File: config.mk
export PLATFORM = sky130hd
export DESIGN_NAME = peer_list_parser_top
export DESIGN_NICKNAME = d
export VERILOG_FILES = /design/src/hw/rtl/plp_pkg.sv /design/src/hw/rtl/plp_parser.sv /design/src/hw/rtl/plp_out_queue.sv /design/src/hw/rtl/peer_list_parser_top.sv
export SDC_FILE = /design/constraint.sdc
export NUM_CORES = 2
export LEC_CHECK = 0
export BUFFER_PORTS_ARGS = -buffer_cell sky130_fd_sc_hd__buf_4
export CORE_MARGIN = 5
export CORE_UTILIZATION = 41
export CTS_BUF_LIST = sky130_fd_sc_hd__clkbuf_8 sky130_fd_sc_hd__clkbuf_16
export CTS_CLUSTER_DIAMETER = 150
export CTS_CLUSTER_SIZE = 10
export DETAILED_ROUTE_END_ITERATION = 10
export HOLD_SLACK_MARGIN = 0.08
export MAX_ROUTING_LAYER = met4
export SLEW_MARGIN = 10
export SYNTH_ARGS = -nofsm -noshare
export SYNTH_HDL_FRONTEND = slang
export SYNTH_SLANG_ARGS = --single-unit
File: constraint.sdc
create_clock -name i_clk -period 9.55 [get_ports i_clk]
set_clock_uncertainty 0.15 [all_clocks]
set_input_delay 1.91 -clock i_clk [delete_from_list [all_inputs] [get_ports i_clk]]
set_output_delay 1.91 -clock i_clk [all_outputs]
set_load 0.03 [all_outputs]
File: src/hw/rtl/plp_pkg.sv
`timescale 1ns / 1ps
// ----------------------------------------------------------------------------
// plp_pkg
// Shared types, codes and character helpers for the peer list parser.
// ----------------------------------------------------------------------------
package plp_pkg;

    typedef enum logic [3:0] {
        PH_LIST_START,
        PH_ENTRY_START,
        PH_ID,
        PH_HOST,
        PH_PORT_FIRST,
        PH_PORT,
        PH_CPORT_FIRST,
        PH_CPORT,
        PH_ERROR
    } t_phase;

    typedef enum logic [3:0] {
        E_OK,
        E_CAPACITY,
        E_BAD_ID,
        E_NO_AT,
        E_HOST_CHAR,
        E_HOST_LEN,
        E_NO_COLON,
        E_PORT,
        E_CPORT,
        E_SEPARATOR,
        E_DUPLICATE,
        E_TRAILING
    } t_err;

    typedef enum logic [1:0] {
        KIND_HOST,
        KIND_ENTRY,
        KIND_STATUS
    } t_kind;

    typedef enum logic {
        CMD_CHAR,
        CMD_END
    } t_cmd;

    typedef struct packed {
        t_kind        kind;
        logic [3:0]   entry_index;
        logic [7:0]   host_char;
        logic [63:0]  peer_id;
        logic [15:0]  peer_port;
        logic [15:0]  cli_port;
        logic [6:0]   host_length;
        logic [4:0]   entry_count;
        t_err         error_code;
        logic         last;
    } t_result;

    // up to two results per input transaction, first in slot a
    typedef struct packed {
        logic [1:0] cnt;
        t_result    a;
        t_result    b;
    } t_push;

    // parser actions decided by the phase logic
    typedef struct packed {
        logic id_first;
        logic id_step;
        logic host_open;
        logic host_emit;
        logic port_first;
        logic port_step;
        logic cport_first;
        logic cport_step;
        logic complete;
        logic eol;
    } t_ctrl;

    localparam logic [7:0]  CH_ZERO   = 8'h30;
    localparam logic [7:0]  CH_AT     = 8'h40;
    localparam logic [7:0]  CH_COLON  = 8'h3A;
    localparam logic [7:0]  CH_SLASH  = 8'h2F;
    localparam logic [7:0]  CH_COMMA  = 8'h2C;
    localparam logic [20:0] PORT_LIMIT = 21'd65535;

    localparam int unsigned QDEPTH = 4;
    localparam int unsigned QAW    = 2;

    function automatic logic is_digit(input logic [7:0] c);
        return (c >= 8'h30) && (c <= 8'h39);
    endfunction

    function automatic logic is_lead(input logic [7:0] c);
        return (c >= 8'h31) && (c <= 8'h39);
    endfunction

    function automatic logic is_host_char(input logic [7:0] c);
        return ((c >= 8'h41) && (c <= 8'h5A)) || ((c >= 8'h61) && (c <= 8'h7A)) ||
               is_digit(c) || (c == 8'h2E) || (c == 8'h2D);
    endfunction

endpackage

File: src/hw/rtl/plp_parser.sv
`timescale 1ns / 1ps
// ----------------------------------------------------------------------------
// plp_parser
// Per-character parse state, id store and duplicate check; forms results.
// ----------------------------------------------------------------------------
module plp_parser #(
    parameter int unsigned MAX_PEERS = 16,
    parameter int unsigned HOST_MAX  = 64
) (
    input  logic              i_clk,
    input  logic              i_rst_n,
    input  logic              i_accept,
    input  logic              i_command,
    input  logic [7:0]        i_char_code,
    input  logic              i_cfg_we,
    input  logic [4:0]        i_cfg_data,
    output plp_pkg::t_push    o_push
);

    localparam int unsigned CW   = $clog2(MAX_PEERS + 1);
    localparam int unsigned IW   = (MAX_PEERS > 1) ? $clog2(MAX_PEERS) : 1;
    localparam int unsigned HW   = $clog2(HOST_MAX + 1);
    localparam int unsigned CMPW = (CW > 5) ? CW : 5;

    logic [4:0]        r_capacity;
    plp_pkg::t_phase   r_phase, n_phase;
    plp_pkg::t_err     r_err, n_err;
    logic [63:0]       r_id, n_id;
    logic [16:0]       r_port, n_port;
    logic [16:0]       r_cport, n_cport;
    logic [HW-1:0]     r_hc, n_hc;
    logic [CW-1:0]     r_count, n_count;
    logic [63:0]       r_ids [MAX_PEERS];

    plp_pkg::t_ctrl    ctrl;
    plp_pkg::t_err     eol_err;
    logic [3:0]        digit;
    logic [67:0]       id_next;
    logic              id_ovf;
    logic [20:0]       port_next, cport_next;
    logic [MAX_PEERS-1:0] match;
    logic              dup_hit, full, at_cap, entry_ok;
    plp_pkg::t_result  rec, host_res, status;

    assign digit = 4'(i_char_code - plp_pkg::CH_ZERO);

    // id * 10 + d as (id << 3) + (id << 1) + d, overflow shows in the top bits
    assign id_next = {1'b0, r_id, 3'b000} + {3'b000, r_id, 1'b0} + {64'd0, digit};
    assign id_ovf  = |id_next[67:64];

    assign port_next  = {4'd0, r_port} * 21'd10 + {17'd0, digit};
    assign cport_next = {4'd0, r_cport} * 21'd10 + {17'd0, digit};

    always_comb begin
        for (int i = 0; i < MAX_PEERS; i++) begin
            match[i] = (r_ids[i] == r_id) && (CMPW'(i) < CMPW'(r_count));
        end
    end

    assign dup_hit  = |match;
    assign full     = CMPW'(r_count) >= CMPW'(MAX_PEERS);
    assign at_cap   = (CMPW'(r_capacity) > CMPW'(MAX_PEERS))
                      ? full : (CMPW'(r_count) >= CMPW'(r_capacity));
    assign entry_ok = !dup_hit && !full;

    // next phase and first error
    always_comb begin
        n_phase = r_phase;
        n_err   = r_err;
        eol_err = plp_pkg::E_OK;
        ctrl    = '0;
        if (i_accept) begin
            if (i_command == plp_pkg::CMD_END) begin
                ctrl.eol = 1'b1;
                n_phase  = plp_pkg::PH_LIST_START;
                n_err    = plp_pkg::E_OK;
                unique case (r_phase)
                    plp_pkg::PH_LIST_START:  eol_err = plp_pkg::E_OK;
                    plp_pkg::PH_ENTRY_START: eol_err = plp_pkg::E_TRAILING;
                    plp_pkg::PH_ID:          eol_err = plp_pkg::E_NO_AT;
                    plp_pkg::PH_HOST:
                        eol_err = (r_hc == '0) ? plp_pkg::E_HOST_LEN : plp_pkg::E_NO_COLON;
                    plp_pkg::PH_PORT_FIRST:  eol_err = plp_pkg::E_PORT;
                    plp_pkg::PH_CPORT_FIRST: eol_err = plp_pkg::E_CPORT;
                    plp_pkg::PH_PORT, plp_pkg::PH_CPORT: begin
                        ctrl.complete = 1'b1;
                        if (dup_hit) begin
                            eol_err = plp_pkg::E_DUPLICATE;
                        end else if (full) begin
                            eol_err = plp_pkg::E_CAPACITY;
                        end
                    end
                    plp_pkg::PH_ERROR:       eol_err = r_err;
                    default:                 eol_err = plp_pkg::E_OK;
                endcase
            end else begin
                unique case (r_phase)
                    plp_pkg::PH_LIST_START, plp_pkg::PH_ENTRY_START: begin
                        priority if (r_phase == plp_pkg::PH_LIST_START &&
                                     i_char_code == plp_pkg::CH_COMMA) begin
                            n_phase = plp_pkg::PH_ERROR;
                            n_err   = plp_pkg::E_SEPARATOR;
                        end else if (at_cap) begin
                            n_phase = plp_pkg::PH_ERROR;
                            n_err   = plp_pkg::E_CAPACITY;
                        end else if (!plp_pkg::is_lead(i_char_code)) begin
                            n_phase = plp_pkg::PH_ERROR;
                            n_err   = plp_pkg::E_BAD_ID;
                        end else begin
                            n_phase       = plp_pkg::PH_ID;
                            ctrl.id_first = 1'b1;
                        end
                    end
                    plp_pkg::PH_ID: begin
                        priority if (plp_pkg::is_digit(i_char_code)) begin
                            if (id_ovf) begin
                                n_phase = plp_pkg::PH_ERROR;
                                n_err   = plp_pkg::E_BAD_ID;
                            end else begin
                                ctrl.id_step = 1'b1;
                            end
                        end else if (i_char_code == plp_pkg::CH_AT) begin
                            n_phase        = plp_pkg::PH_HOST;
                            ctrl.host_open = 1'b1;
                        end else begin
                            n_phase = plp_pkg::PH_ERROR;
                            n_err   = plp_pkg::E_NO_AT;
                        end
                    end
                    plp_pkg::PH_HOST: begin
                        priority if (i_char_code == plp_pkg::CH_COLON) begin
                            if (r_hc == '0) begin
                                n_phase = plp_pkg::PH_ERROR;
                                n_err   = plp_pkg::E_HOST_LEN;
                            end else begin
                                n_phase = plp_pkg::PH_PORT_FIRST;
                            end
                        end else if (i_char_code == plp_pkg::CH_COMMA) begin
                            n_phase = plp_pkg::PH_ERROR;
                            n_err   = (r_hc == '0) ? plp_pkg::E_HOST_LEN
                                                   : plp_pkg::E_NO_COLON;
                        end else if (!plp_pkg::is_host_char(i_char_code)) begin
                            n_phase = plp_pkg::PH_ERROR;
                            n_err   = plp_pkg::E_HOST_CHAR;
                        end else if (r_hc >= HW'(HOST_MAX)) begin
                            n_phase = plp_pkg::PH_ERROR;
                            n_err   = plp_pkg::E_HOST_LEN;
                        end else begin
                            ctrl.host_emit = 1'b1;
                        end
                    end
                    plp_pkg::PH_PORT_FIRST, plp_pkg::PH_CPORT_FIRST: begin
                        if (plp_pkg::is_lead(i_char_code)) begin
                            if (r_phase == plp_pkg::PH_PORT_FIRST) begin
                                n_phase         = plp_pkg::PH_PORT;
                                ctrl.port_first = 1'b1;
                            end else begin
                                n_phase          = plp_pkg::PH_CPORT;
                                ctrl.cport_first = 1'b1;
                            end
                        end else begin
                            n_phase = plp_pkg::PH_ERROR;
                            n_err   = (r_phase == plp_pkg::PH_PORT_FIRST)
                                      ? plp_pkg::E_PORT : plp_pkg::E_CPORT;
                        end
                    end
                    plp_pkg::PH_PORT, plp_pkg::PH_CPORT: begin
                        priority if (plp_pkg::is_digit(i_char_code)) begin
                            if (r_phase == plp_pkg::PH_PORT) begin
                                ctrl.port_step = 1'b1;
                                if (port_next > plp_pkg::PORT_LIMIT) begin
                                    n_phase = plp_pkg::PH_ERROR;
                                    n_err   = plp_pkg::E_PORT;
                                end
                            end else begin
                                ctrl.cport_step = 1'b1;
                                if (cport_next > plp_pkg::PORT_LIMIT) begin
                                    n_phase = plp_pkg::PH_ERROR;
                                    n_err   = plp_pkg::E_CPORT;
                                end
                            end
                        end else if (r_phase == plp_pkg::PH_PORT &&
                                     i_char_code == plp_pkg::CH_SLASH) begin
                            n_phase = plp_pkg::PH_CPORT_FIRST;
                        end else if (i_char_code == plp_pkg::CH_COMMA) begin
                            ctrl.complete = 1'b1;
                            priority if (dup_hit) begin
                                n_phase = plp_pkg::PH_ERROR;
                                n_err   = plp_pkg::E_DUPLICATE;
                            end else if (full) begin
                                n_phase = plp_pkg::PH_ERROR;
                                n_err   = plp_pkg::E_CAPACITY;
                            end else begin
                                n_phase = plp_pkg::PH_ENTRY_START;
                            end
                        end else begin
                            n_phase = plp_pkg::PH_ERROR;
                            n_err   = plp_pkg::E_SEPARATOR;
                        end
                    end
                    plp_pkg::PH_ERROR: begin
                        n_phase = r_phase;
                    end
                    default: begin
                        n_phase = plp_pkg::PH_ERROR;
                    end
                endcase
            end
        end
    end

    // datapath next values and results
    always_comb begin
        n_id    = r_id;
        n_port  = r_port;
        n_cport = r_cport;
        n_hc    = r_hc;
        n_count = r_count;

        host_res             = '0;
        host_res.kind        = plp_pkg::KIND_HOST;
        host_res.entry_index = 4'(r_count);
        host_res.host_char   = i_char_code;

        rec             = '0;
        rec.kind        = plp_pkg::KIND_ENTRY;
        rec.entry_index = 4'(r_count);
        rec.peer_id     = r_id;
        rec.peer_port   = r_port[15:0];
        rec.cli_port    = r_cport[15:0];
        rec.host_length = 7'(r_hc);
        rec.entry_count = 5'(r_count + 1'b1);

        status            = '0;
        status.kind       = plp_pkg::KIND_STATUS;
        status.entry_count = (ctrl.complete && entry_ok) ? 5'(r_count + 1'b1)
                                                         : 5'(r_count);
        status.error_code = eol_err;
        status.last       = 1'b1;

        o_push = '0;

        if (ctrl.id_first) begin
            n_id    = {60'd0, digit};
            n_port  = '0;
            n_cport = '0;
            n_hc    = '0;
        end
        if (ctrl.id_step)     n_id    = id_next[63:0];
        if (ctrl.host_open)   n_hc    = '0;
        if (ctrl.host_emit)   n_hc    = r_hc + 1'b1;
        if (ctrl.port_first)  n_port  = {13'd0, digit};
        if (ctrl.port_step)   n_port  = port_next[16:0];
        if (ctrl.cport_first) n_cport = {13'd0, digit};
        if (ctrl.cport_step)  n_cport = cport_next[16:0];
        if (ctrl.complete && entry_ok) n_count = r_count + 1'b1;

        if (ctrl.host_emit) begin
            o_push.cnt = 2'd1;
            o_push.a   = host_res;
        end else if (ctrl.eol) begin
            if (ctrl.complete && entry_ok) begin
                o_push.cnt = 2'd2;
                o_push.a   = rec;
                o_push.b   = status;
            end else begin
                o_push.cnt = 2'd1;
                o_push.a   = status;
            end
        end else if (ctrl.complete && entry_ok) begin
            o_push.cnt = 2'd1;
            o_push.a   = rec;
        end

        // end of list starts a fresh list
        if (ctrl.eol) begin
            n_id    = '0;
            n_port  = '0;
            n_cport = '0;
            n_hc    = '0;
            n_count = '0;
        end
    end

    always_ff @(posedge i_clk) begin
        if (!i_rst_n) begin
            r_capacity <= 5'd16;
            r_phase    <= plp_pkg::PH_LIST_START;
            r_err      <= plp_pkg::E_OK;
            r_id       <= '0;
            r_port     <= '0;
            r_cport    <= '0;
            r_hc       <= '0;
            r_count    <= '0;
        end else begin
            if (i_cfg_we) begin
                r_capacity <= i_cfg_data;
            end
            r_phase <= n_phase;
            r_err   <= n_err;
            r_id    <= n_id;
            r_port  <= n_port;
            r_cport <= n_cport;
            r_hc    <= n_hc;
            r_count <= n_count;
        end
    end

    // id store, one row per accepted entry
    always_ff @(posedge i_clk) begin
        if (ctrl.complete && entry_ok) begin
            r_ids[r_count[IW-1:0]] <= r_id;
        end
    end

endmodule

File: src/hw/rtl/plp_out_queue.sv
`timescale 1ns / 1ps
// ----------------------------------------------------------------------------
// plp_out_queue
// Small result queue taking up to two results per cycle, giving one.
// ----------------------------------------------------------------------------
module plp_out_queue (
    input  logic              i_clk,
    input  logic              i_rst_n,
    input  plp_pkg::t_push    i_push,
    input  logic              i_pop,
    output plp_pkg::t_result  o_head,
    output logic              o_valid,
    output logic              o_full
);

    plp_pkg::t_result                  r_mem [plp_pkg::QDEPTH];
    logic [plp_pkg::QAW-1:0]           r_wr, n_wr;
    logic [plp_pkg::QAW-1:0]           r_rd, n_rd;
    logic [plp_pkg::QAW:0]             r_cnt, n_cnt;

    assign o_head  = r_mem[r_rd];
    assign o_valid = (r_cnt != '0);
    // room for two results must be there before a transaction is taken
    assign o_full  = (r_cnt > (plp_pkg::QAW + 1)'(plp_pkg::QDEPTH - 2));

    always_comb begin
        n_wr  = r_wr + plp_pkg::QAW'(i_push.cnt);
        n_rd  = r_rd + plp_pkg::QAW'(i_pop);
        n_cnt = r_cnt + (plp_pkg::QAW + 1)'(i_push.cnt) - (plp_pkg::QAW + 1)'(i_pop);
    end

    always_ff @(posedge i_clk) begin
        if (!i_rst_n) begin
            r_wr  <= '0;
            r_rd  <= '0;
            r_cnt <= '0;
        end else begin
            r_wr  <= n_wr;
            r_rd  <= n_rd;
            r_cnt <= n_cnt;
        end
    end

    always_ff @(posedge i_clk) begin
        if (i_push.cnt != 2'd0) begin
            r_mem[r_wr] <= i_push.a;
        end
        if (i_push.cnt == 2'd2) begin
            r_mem[r_wr + 1'b1] <= i_push.b;
        end
    end

endmodule

File: src/hw/rtl/peer_list_parser_top.sv
`timescale 1ns / 1ps
// ----------------------------------------------------------------------------
// peer_list_parser_top
// Streaming parser for "id@host:port[/clientport]" peer lists.
// ----------------------------------------------------------------------------
// One list character or end-of-list marker is taken per clock while the
// input is not stalled. Each transaction is parsed in the cycle it is
// accepted and its results are written to a four-entry result queue, which
// registers them before they show on the output. A host character gives one
// result, a comma that closes an entry gives one record, end of list gives
// the status (preceded by the record when it closes an entry). The input
// stalls only while the queue holds more than two results, so with the
// output draining the block keeps one transaction per cycle; the sustained
// rate is set by the single output port, which moves one result per cycle.
module peer_list_parser_top #(
    parameter int unsigned MAX_PEERS = 16,
    parameter int unsigned HOST_MAX  = 64
) (
    input  logic        i_clk,
    input  logic        i_rst_n,
    input  logic        i_valid,
    output logic        o_stall,
    input  logic        i_command,
    input  logic [7:0]  i_char_code,
    input  logic        i_cfg_we,
    input  logic [4:0]  i_cfg_data,
    output logic        o_valid,
    input  logic        i_stall,
    output logic [1:0]  o_kind,
    output logic [3:0]  o_entry_index,
    output logic [7:0]  o_host_char,
    output logic [63:0] o_peer_id,
    output logic [15:0] o_peer_port,
    output logic [15:0] o_cli_port,
    output logic [6:0]  o_host_length,
    output logic [4:0]  o_entry_count,
    output logic [3:0]  o_error_code,
    output logic        o_last
);

    plp_pkg::t_push   push;
    plp_pkg::t_result head;
    logic             q_full;
    logic             accept;

    assign o_stall = q_full;
    assign accept  = i_valid && !q_full;

    plp_parser #(
        .MAX_PEERS (MAX_PEERS),
        .HOST_MAX  (HOST_MAX)
    ) u_parser (
        .i_clk       (i_clk),
        .i_rst_n     (i_rst_n),
        .i_accept    (accept),
        .i_command   (i_command),
        .i_char_code (i_char_code),
        .i_cfg_we    (i_cfg_we),
        .i_cfg_data  (i_cfg_data),
        .o_push      (push)
    );

    plp_out_queue u_queue (
        .i_clk   (i_clk),
        .i_rst_n (i_rst_n),
        .i_push  (push),
        .i_pop   (o_valid && !i_stall),
        .o_head  (head),
        .o_valid (o_valid),
        .o_full  (q_full)
    );

    assign o_kind        = head.kind;
    assign o_entry_index = head.entry_index;
    assign o_host_char   = head.host_char;
    assign o_peer_id     = head.peer_id;
    assign o_peer_port   = head.peer_port;
    assign o_cli_port    = head.cli_port;
    assign o_host_length = head.host_length;
    assign o_entry_count = head.entry_count;
    assign o_error_code  = head.error_code;
    assign o_last        = head.last;

endmodule

After elaboration in Yosys (flattened, before gate mapping) --
Memory sizes are Yosys's and may differ from the RTL's. A register that Yosys moved wholly into a read port is not among the register bits. Cells that the tools add are included.
Storage, ports and cells: bits in registers 130, memory bits (writable) 1532, input port bits 19, logic and storage cells 262, memories kept 2
Memories:
- u_parser.r_ids | words 16, bits a word 64, rd ports 16, clocked after Yosys merged registers in 0, wr ports 1, RTL line plp_parser.sv:33 | logic [63:0] r_ids [MAX_PEERS];
- u_queue.r_mem | words 4, bits a word 127, rd ports 1, clocked after Yosys merged registers in 1, wr ports 2, RTL line plp_out_queue.sv:16 | plp_pkg::t_result r_mem [plp_pkg::QDEPTH];
Operators by class: add/subtract/negate cells 12, multipliers 2, $lt $le $gt $ge 30, equal/unequal tests 42, mux-type cells 111, bitwise operators 1, reduce and logical (&&, ||, !) cells 51
Operators by type and width (count):
- equality test 64 bit | 16
- 2-to-1 mux 129 bit | 3
- 2-to-1 mux 127 bit | 3
- 2-to-1 mux 4 bit | 45
- 2-to-1 mux 128 bit | 1
- 2-to-1 mux 64 bit | 2
- 2-to-1 mux 17 bit | 5
- adder 67 x 65 -> 68 bit | 1
- adder 68 x 4 -> 68 bit | 1
- adder 21 x 4 -> 21 bit | 2
- greater-than comparator 21 x 16 -> 1 bit, second input constant | 2
- equality test 8 x 6 -> 1 bit, second input constant | 5
- < comparator 4 x 5 -> 1 bit, first input constant | 8
- multiplier 17 x 3 -> 20 bit, second input constant | 2
- 2-to-1 mux 1 bit | 38
- one-hot mux 4 bit (7 select lines) | 1
- logical AND 1 bit | 26
- one-hot mux 4 bit (6 select lines) | 1
- 2-to-1 mux 7 bit | 3
- < comparator 3 x 5 -> 1 bit, first input constant | 4
- one-hot mux 4 bit (5 select lines) | 1
- equality test 4 x 3 -> 1 bit, second input constant | 4
- greater-or-equal comparator 8 x 6 -> 1 bit, second input constant | 2
- greater-or-equal comparator 8 x 7 -> 1 bit, second input constant | 2
- other kinds (46) | 71

Depth between registers and ports, before layout --
word-level depth 20, depth in mapped cells 22, depth with buffers taken out 18

Cells and area by module --
From an unflattened synthesis, not the netlist that was laid out.
Unflattened totals: cells, all modules 5833, area total of the unflattened synthesis 82230.1 um^2
By module, submodules not included:
- plp_parser | times used 1, cells an instance 4561, area each 57342.5 um^2, sequential area each 33211.9 um^2
- plp_out_queue | times used 1, cells an instance 1270, area each 24860.1 um^2, sequential area each 15394.8 um^2
- peer_list_parser_top | times used 1, cells an instance 2, area each 27.5 um^2, sequential area each 0.0 um^2

Worst setup path before layout --
No wires, ideal clock.
path kind input to register, start point input port i_char_code[7], end point memory u_parser.r_ids[0][0], enable pin, library setup time 0.565 ns, arrival time 7.921 ns, setup slack 0.914 ns, cell stages on the path 10, cells stage by stage nor2_1 -> nand4_1 -> nor3_1 -> o211ai_1 -> inv_1 -> nand3_1 -> buf_2 -> inv_1 -> nand2_1 -> nor3_1
On the way: word-level cells in the longest chain between the ends 10, elaborated cells between the ends (all ways) 15, classes of those cells order compare (2); eq/ne (2); mux (8); reduce/logical (3)
Ends and longest elaborated chain:
- from (decl) | RTL line peer_list_parser_top.sv:24 | input logic [7:0] i_char_code,
- branches (longest 3 deep; another with greater-or-equal comparator 8 x 6 -> 1 bit)
- 2-to-1 mux 1 bit (*) | RTL line plp_parser.sv:168 | priority if (plp_pkg::is_digit(i_char_code)) begin
- 2-to-1 mux 2 bit (*) | RTL line plp_parser.sv:97 | unique case (r_phase)
- 2-to-1 mux 1 bit (*) | RTL line plp_parser.sv:73 | if (i_command == plp_pkg::CMD_END) begin
- 2-to-1 mux 10 bit (*) | RTL line plp_parser.sv:72 | if (i_accept) begin
- logical AND 1 bit (*) | RTL line plp_parser.sv:311 | if (ctrl.complete && entry_ok) begin
- 2-to-1 mux 1 bit (*) | RTL line plp_parser.sv:311
- 2-to-1 mux 1 bit (not written as such) (*) | RTL line plp_parser.sv:312 | r_ids[r_count[IW-1:0]] <= r_id;
- to (decl) | RTL line plp_parser.sv:33
Mark *: on every way between the ends.

==> Flow_metrics.wiki <==
{| class="wikitable"
! Metric !! Value
|-
| Outcome || finished clean
|-
| Area inside the core boundary || 183,000 um2
|-
| Pwr per Cell Area || 171 nW/um2
|-
| DRT met1 WL || 99,300 um
|-
| Total number of vias || 49,274
|-
| # H-tree levels || 4
|-
| Register area share after synthesis || 0.584
|-
| Critical Path AT || 7.53 ns
|-
| Clock Tree Buf Depth || 3
|-
| Detailed-routing iteration count for the pre-antenna-repair pass || 6
|-
| Clock latency on the worst-skew pair || 0.84 ns
|-
| Nets || 6,209
|-
| Top cell by count, worst path || buf_4
|-
| Cts bufs inserted || 183
|-
| Final RePlAce weighted congestion || 0.899
|-
| Netlist cell types || 91
|-
| Cts repair resizes || 0
|-
| Type of the worst setup path || register to register
|-
| Die height || 438 um
|-
| Storage element area || 43,900 um2
|-
| Ys flop type || edfxtp_1
|-
| Static leakage || 0.0332 uW
|-
| Cell at the root of the clock tree || clkbuf_16
|-
| Congestion Overflow GR || 0
|-
| Number of rows created at floorplan || 157
|-
| Post-detailed-placement half-perimeter wirelength || 144,000 um
|-
| Buffer count from post-CTS setup fixing || 0
|-
| Number of flops mapped to enable cells by yosys || 1,064
|-
| Average wire per standard cell || 26.6 um
|-
| CTS clk-pin slew, worst paths || 0.06 ns
|-
| Routed length on met2 || 104,000 um
|-
| Number of pins exceeding their max-slew limit in the final report || 0
|-
| Syn avg cell area || 12.9 um2
|-
| Area contributors post-synth || edfxtp_1, dfxtp_1, xnor2_1
|-
| Floorplan die width || 438 um
|-
| TritonCTS Sinks || 1,658
|-
| Remaining design rule violation count || 0
|-
| Post-route insts no fill || 8,425
|-
| Max-slew headroom || 0.183
|-
| Post-route worst hold slack || 0.300 ns
|-
| Number of input and output port buffers inserted || 147
|-
| First-pass GRT wire length || 328,000 um
|-
| Slowest stage delay, CP || 0.74 ns
|-
| Fill cell total of the finished layout || 16,227
|-
| Maximum clock rate || 144 MHz
|-
| Area growth from synthesis to layout || 12.6%
|-
| Post-synthesis register bit count || 1,658
|-
| RSZ-0062 raised after global routing || no
|-
| Met3 routed wirelength || 15,000 um
|-
| Actual transition at the worst max-transition pin || 1.23 ns
|-
| Cell class contributing the biggest share of worst-path delay || simple AND/OR/NAND/NOR gates
|-
| Final period utilization || 0.727
|-
| Fraction of post-synthesis cell area in the top cell type by area || 0.426
|-
| Async set-reset flop share out of synthesis || 0
|-
| Required time reported for the critical path endpoint || 10.14 ns
|-
| Detailed router's first-iteration violation count || 4,542
|-
| Critical path capture point type || register
|-
| CP Max Fanout || 69
|-
| Initial antenna violation count || 5
|-
| Clock tree from TritonCTS || built
|-
| Maximum number of pins on one net before global-route repair || 87
|-
| Starting density of the core || 0.411
|-
| Top Ports || 148
|-
| Worst setup SP type || register
|-
| Cells after Synth || 5,814
|-
| Detail Route Antenna Nets || 0
|-
| Number of global-route vias before repair || 47,794
|-
| GRT Overall Usage || 0.234
|-
| Worst voltage drop across the vdd grid || 0.000170 V
|-
| Cell type with the largest total area after synthesis || edfxtp_1
|-
| Number of endpoints failing setup at the final stage || 0
|-
| Type of the worst min-delay path || register to register
|-
| Area post-placement || 79,500 um2
|-
| Crit path time final || 6.94 ns
|-
| Setup TNS || 0 ns
|-
| WL final || 224,000 um
|-
| Top Metal Used || met4
|-
| Number of warning messages in the yosys log || 0
|-
| Hold Violations, Final || 0
|-
| Multi-input gate area in the final layout || 29,500 um2
|-
| Number of hold buffers added after cts || 0
|-
| Max-capacitance violation count || 0
|-
| Share of post-route cells with drive strength above 1 || 0.131
|-
| Count of buffering cells on the critical path with inverters included || 5
|-
| Cell area after layout || 84,500 um2
|-
| Post-Place Cells || 8,170
|-
| Avg Vias per Cell || 5.85
|-
| Net count after synthesis || 6,053
|-
| Die Area || 192,000 um2
|-
| Cell at the slowest stage of the critical path || nor2_4
|-
| Post-synthesis instance area || 75,100 um2
|-
| Cells along the critical path || buf_4, buf_4, xnor2_1, nand4_1, nor4_1, nand4_1, a21oi_1, o22ai_1, and3_1, nand3_1, buf_4, inv_1, ha_1, or3_1, nand2_1, nor2_4, buf_12, a22o_1
|}
## layer usage
layer / vias up / global-route usage
met1: 25234 / 0.321
met4: 0 / 0.0658
met2: 1752 / 0.367
li1: 21976 / -
met3: 312 / 0.0328
met5: - / -
## tightest hold or removal path: stages, from the launching register on
cell	delay [ns]
dfxtp_1	0.32
nand2_1	0.04
o21ai_0	0.06
## cell type report
class                      instances  area share
sequential                      1658       0.520
multi-input combinational       3695       0.349
clock buffer                     186      0.0549
tap                             2385      0.0353
timing repair buffer             343      0.0327
clock inverter                    67     0.00481
inverter                          89     0.00395
antenna                            2   0.0000592
## synth_stat cells, types with 13 or more instances
cell type	n
a31oi_1	21
nor2b_1	49
o22ai_1	20
dfxtp_1	594
buf_1	36
edfxtp_1	1064
o2111ai_1	22
nand2_1	277
a22oi_1	42
nor4_1	141
ha_1	213
and3_1	21
a21o_1	36
nand4_1	186
xor2_1	447
nor2_1	185
inv_1	88
a211oi_1	24
clkbuf_1	159
mux4_2	126
o21ai_0	142
a21oi_1	200
or3_1	13
o211ai_1	26
o21bai_1	14
nand3_1	106
a22o_1	423
nand2b_1	68
and2_1	17
buf_2	171
mux2i_1	16
xnor2_1	630
nor3_1	66
## metrics by stage
stage | utilization | power [uW] | worst slack [ns]
floorplan | - | 8200 | 0.914
global placement | 0.435 | 8400 | 2.53
detailed placement | 0.435 | 8400 | 2.47
CTS | 0.463 | 14600 | 2.66
global route | 0.463 | 14900 | 2.31
finish | 0.463 | 14500 | 2.61
## kinds of logic after synthesis
| kind of cell | synth area share |
|---|---|
| flops | 0.584 |
| fa+ha+maj | 0.0374 |
| xor+xnor | 0.126 |
| simple gates | 0.0819 |
| compound gates | 0.105 |
| buf+inv | 0.0262 |
| mux | 0.0401 |
## state kept, by name (all words and copies together) (netlist names)
name,count
u_parser.r_capacity,5
u_parser.r_count,5
u_parser.r_cport,17
u_parser.r_err,4
u_parser.r_hc,7
u_parser.r_id,64
u_parser.r_ids,1024
u_parser.r_phase,4
u_parser.r_port,17
u_queue.r_cnt,3
u_queue.r_mem,504
u_queue.r_rd,2
u_queue.r_wr,2
## cell usage in the layout (no fill, tap or decap), types with 145 or more instances in the layout
master and count:
buf_4 328, xnor2_1 630, nand4_1 186, clkbuf_16 185
xor2_1 447, a22o_1 423, nor2_1 166, edfxtp_1 1064
ha_1 213, nand2_1 276, a21oi_1 200, inv_1 145
dfxtp_1 528
## power by group
| group | internal [uW] | leakage [uW] | switching [uW] | total (uW) |
|---|---|---|---|---|
| registers | 7560 | 0.0164 | 58.2 | 7620 |
| clock network | 3450 | 0.00267 | 2790 | 6240 |
| logic | 236 | 0.0141 | 387 | 622 |
## worst paths after layout
check                        startpoint                     to  slack [ns]  depth (start not counted)
hold / removal    u_queue.r_mem[2][115]  u_queue.r_mem[2][115]        0.30                          2
hold reg to reg   u_queue.r_mem[2][115]  u_queue.r_mem[2][115]        0.30                          2
setup reg to reg      u_parser.r_id[50]   u_queue.r_mem[1][55]        2.61                         18
setup / recovery      u_parser.r_id[50]   u_queue.r_mem[1][55]        2.61                         18
Note: power is estimated with default switching activity, not from simulation.
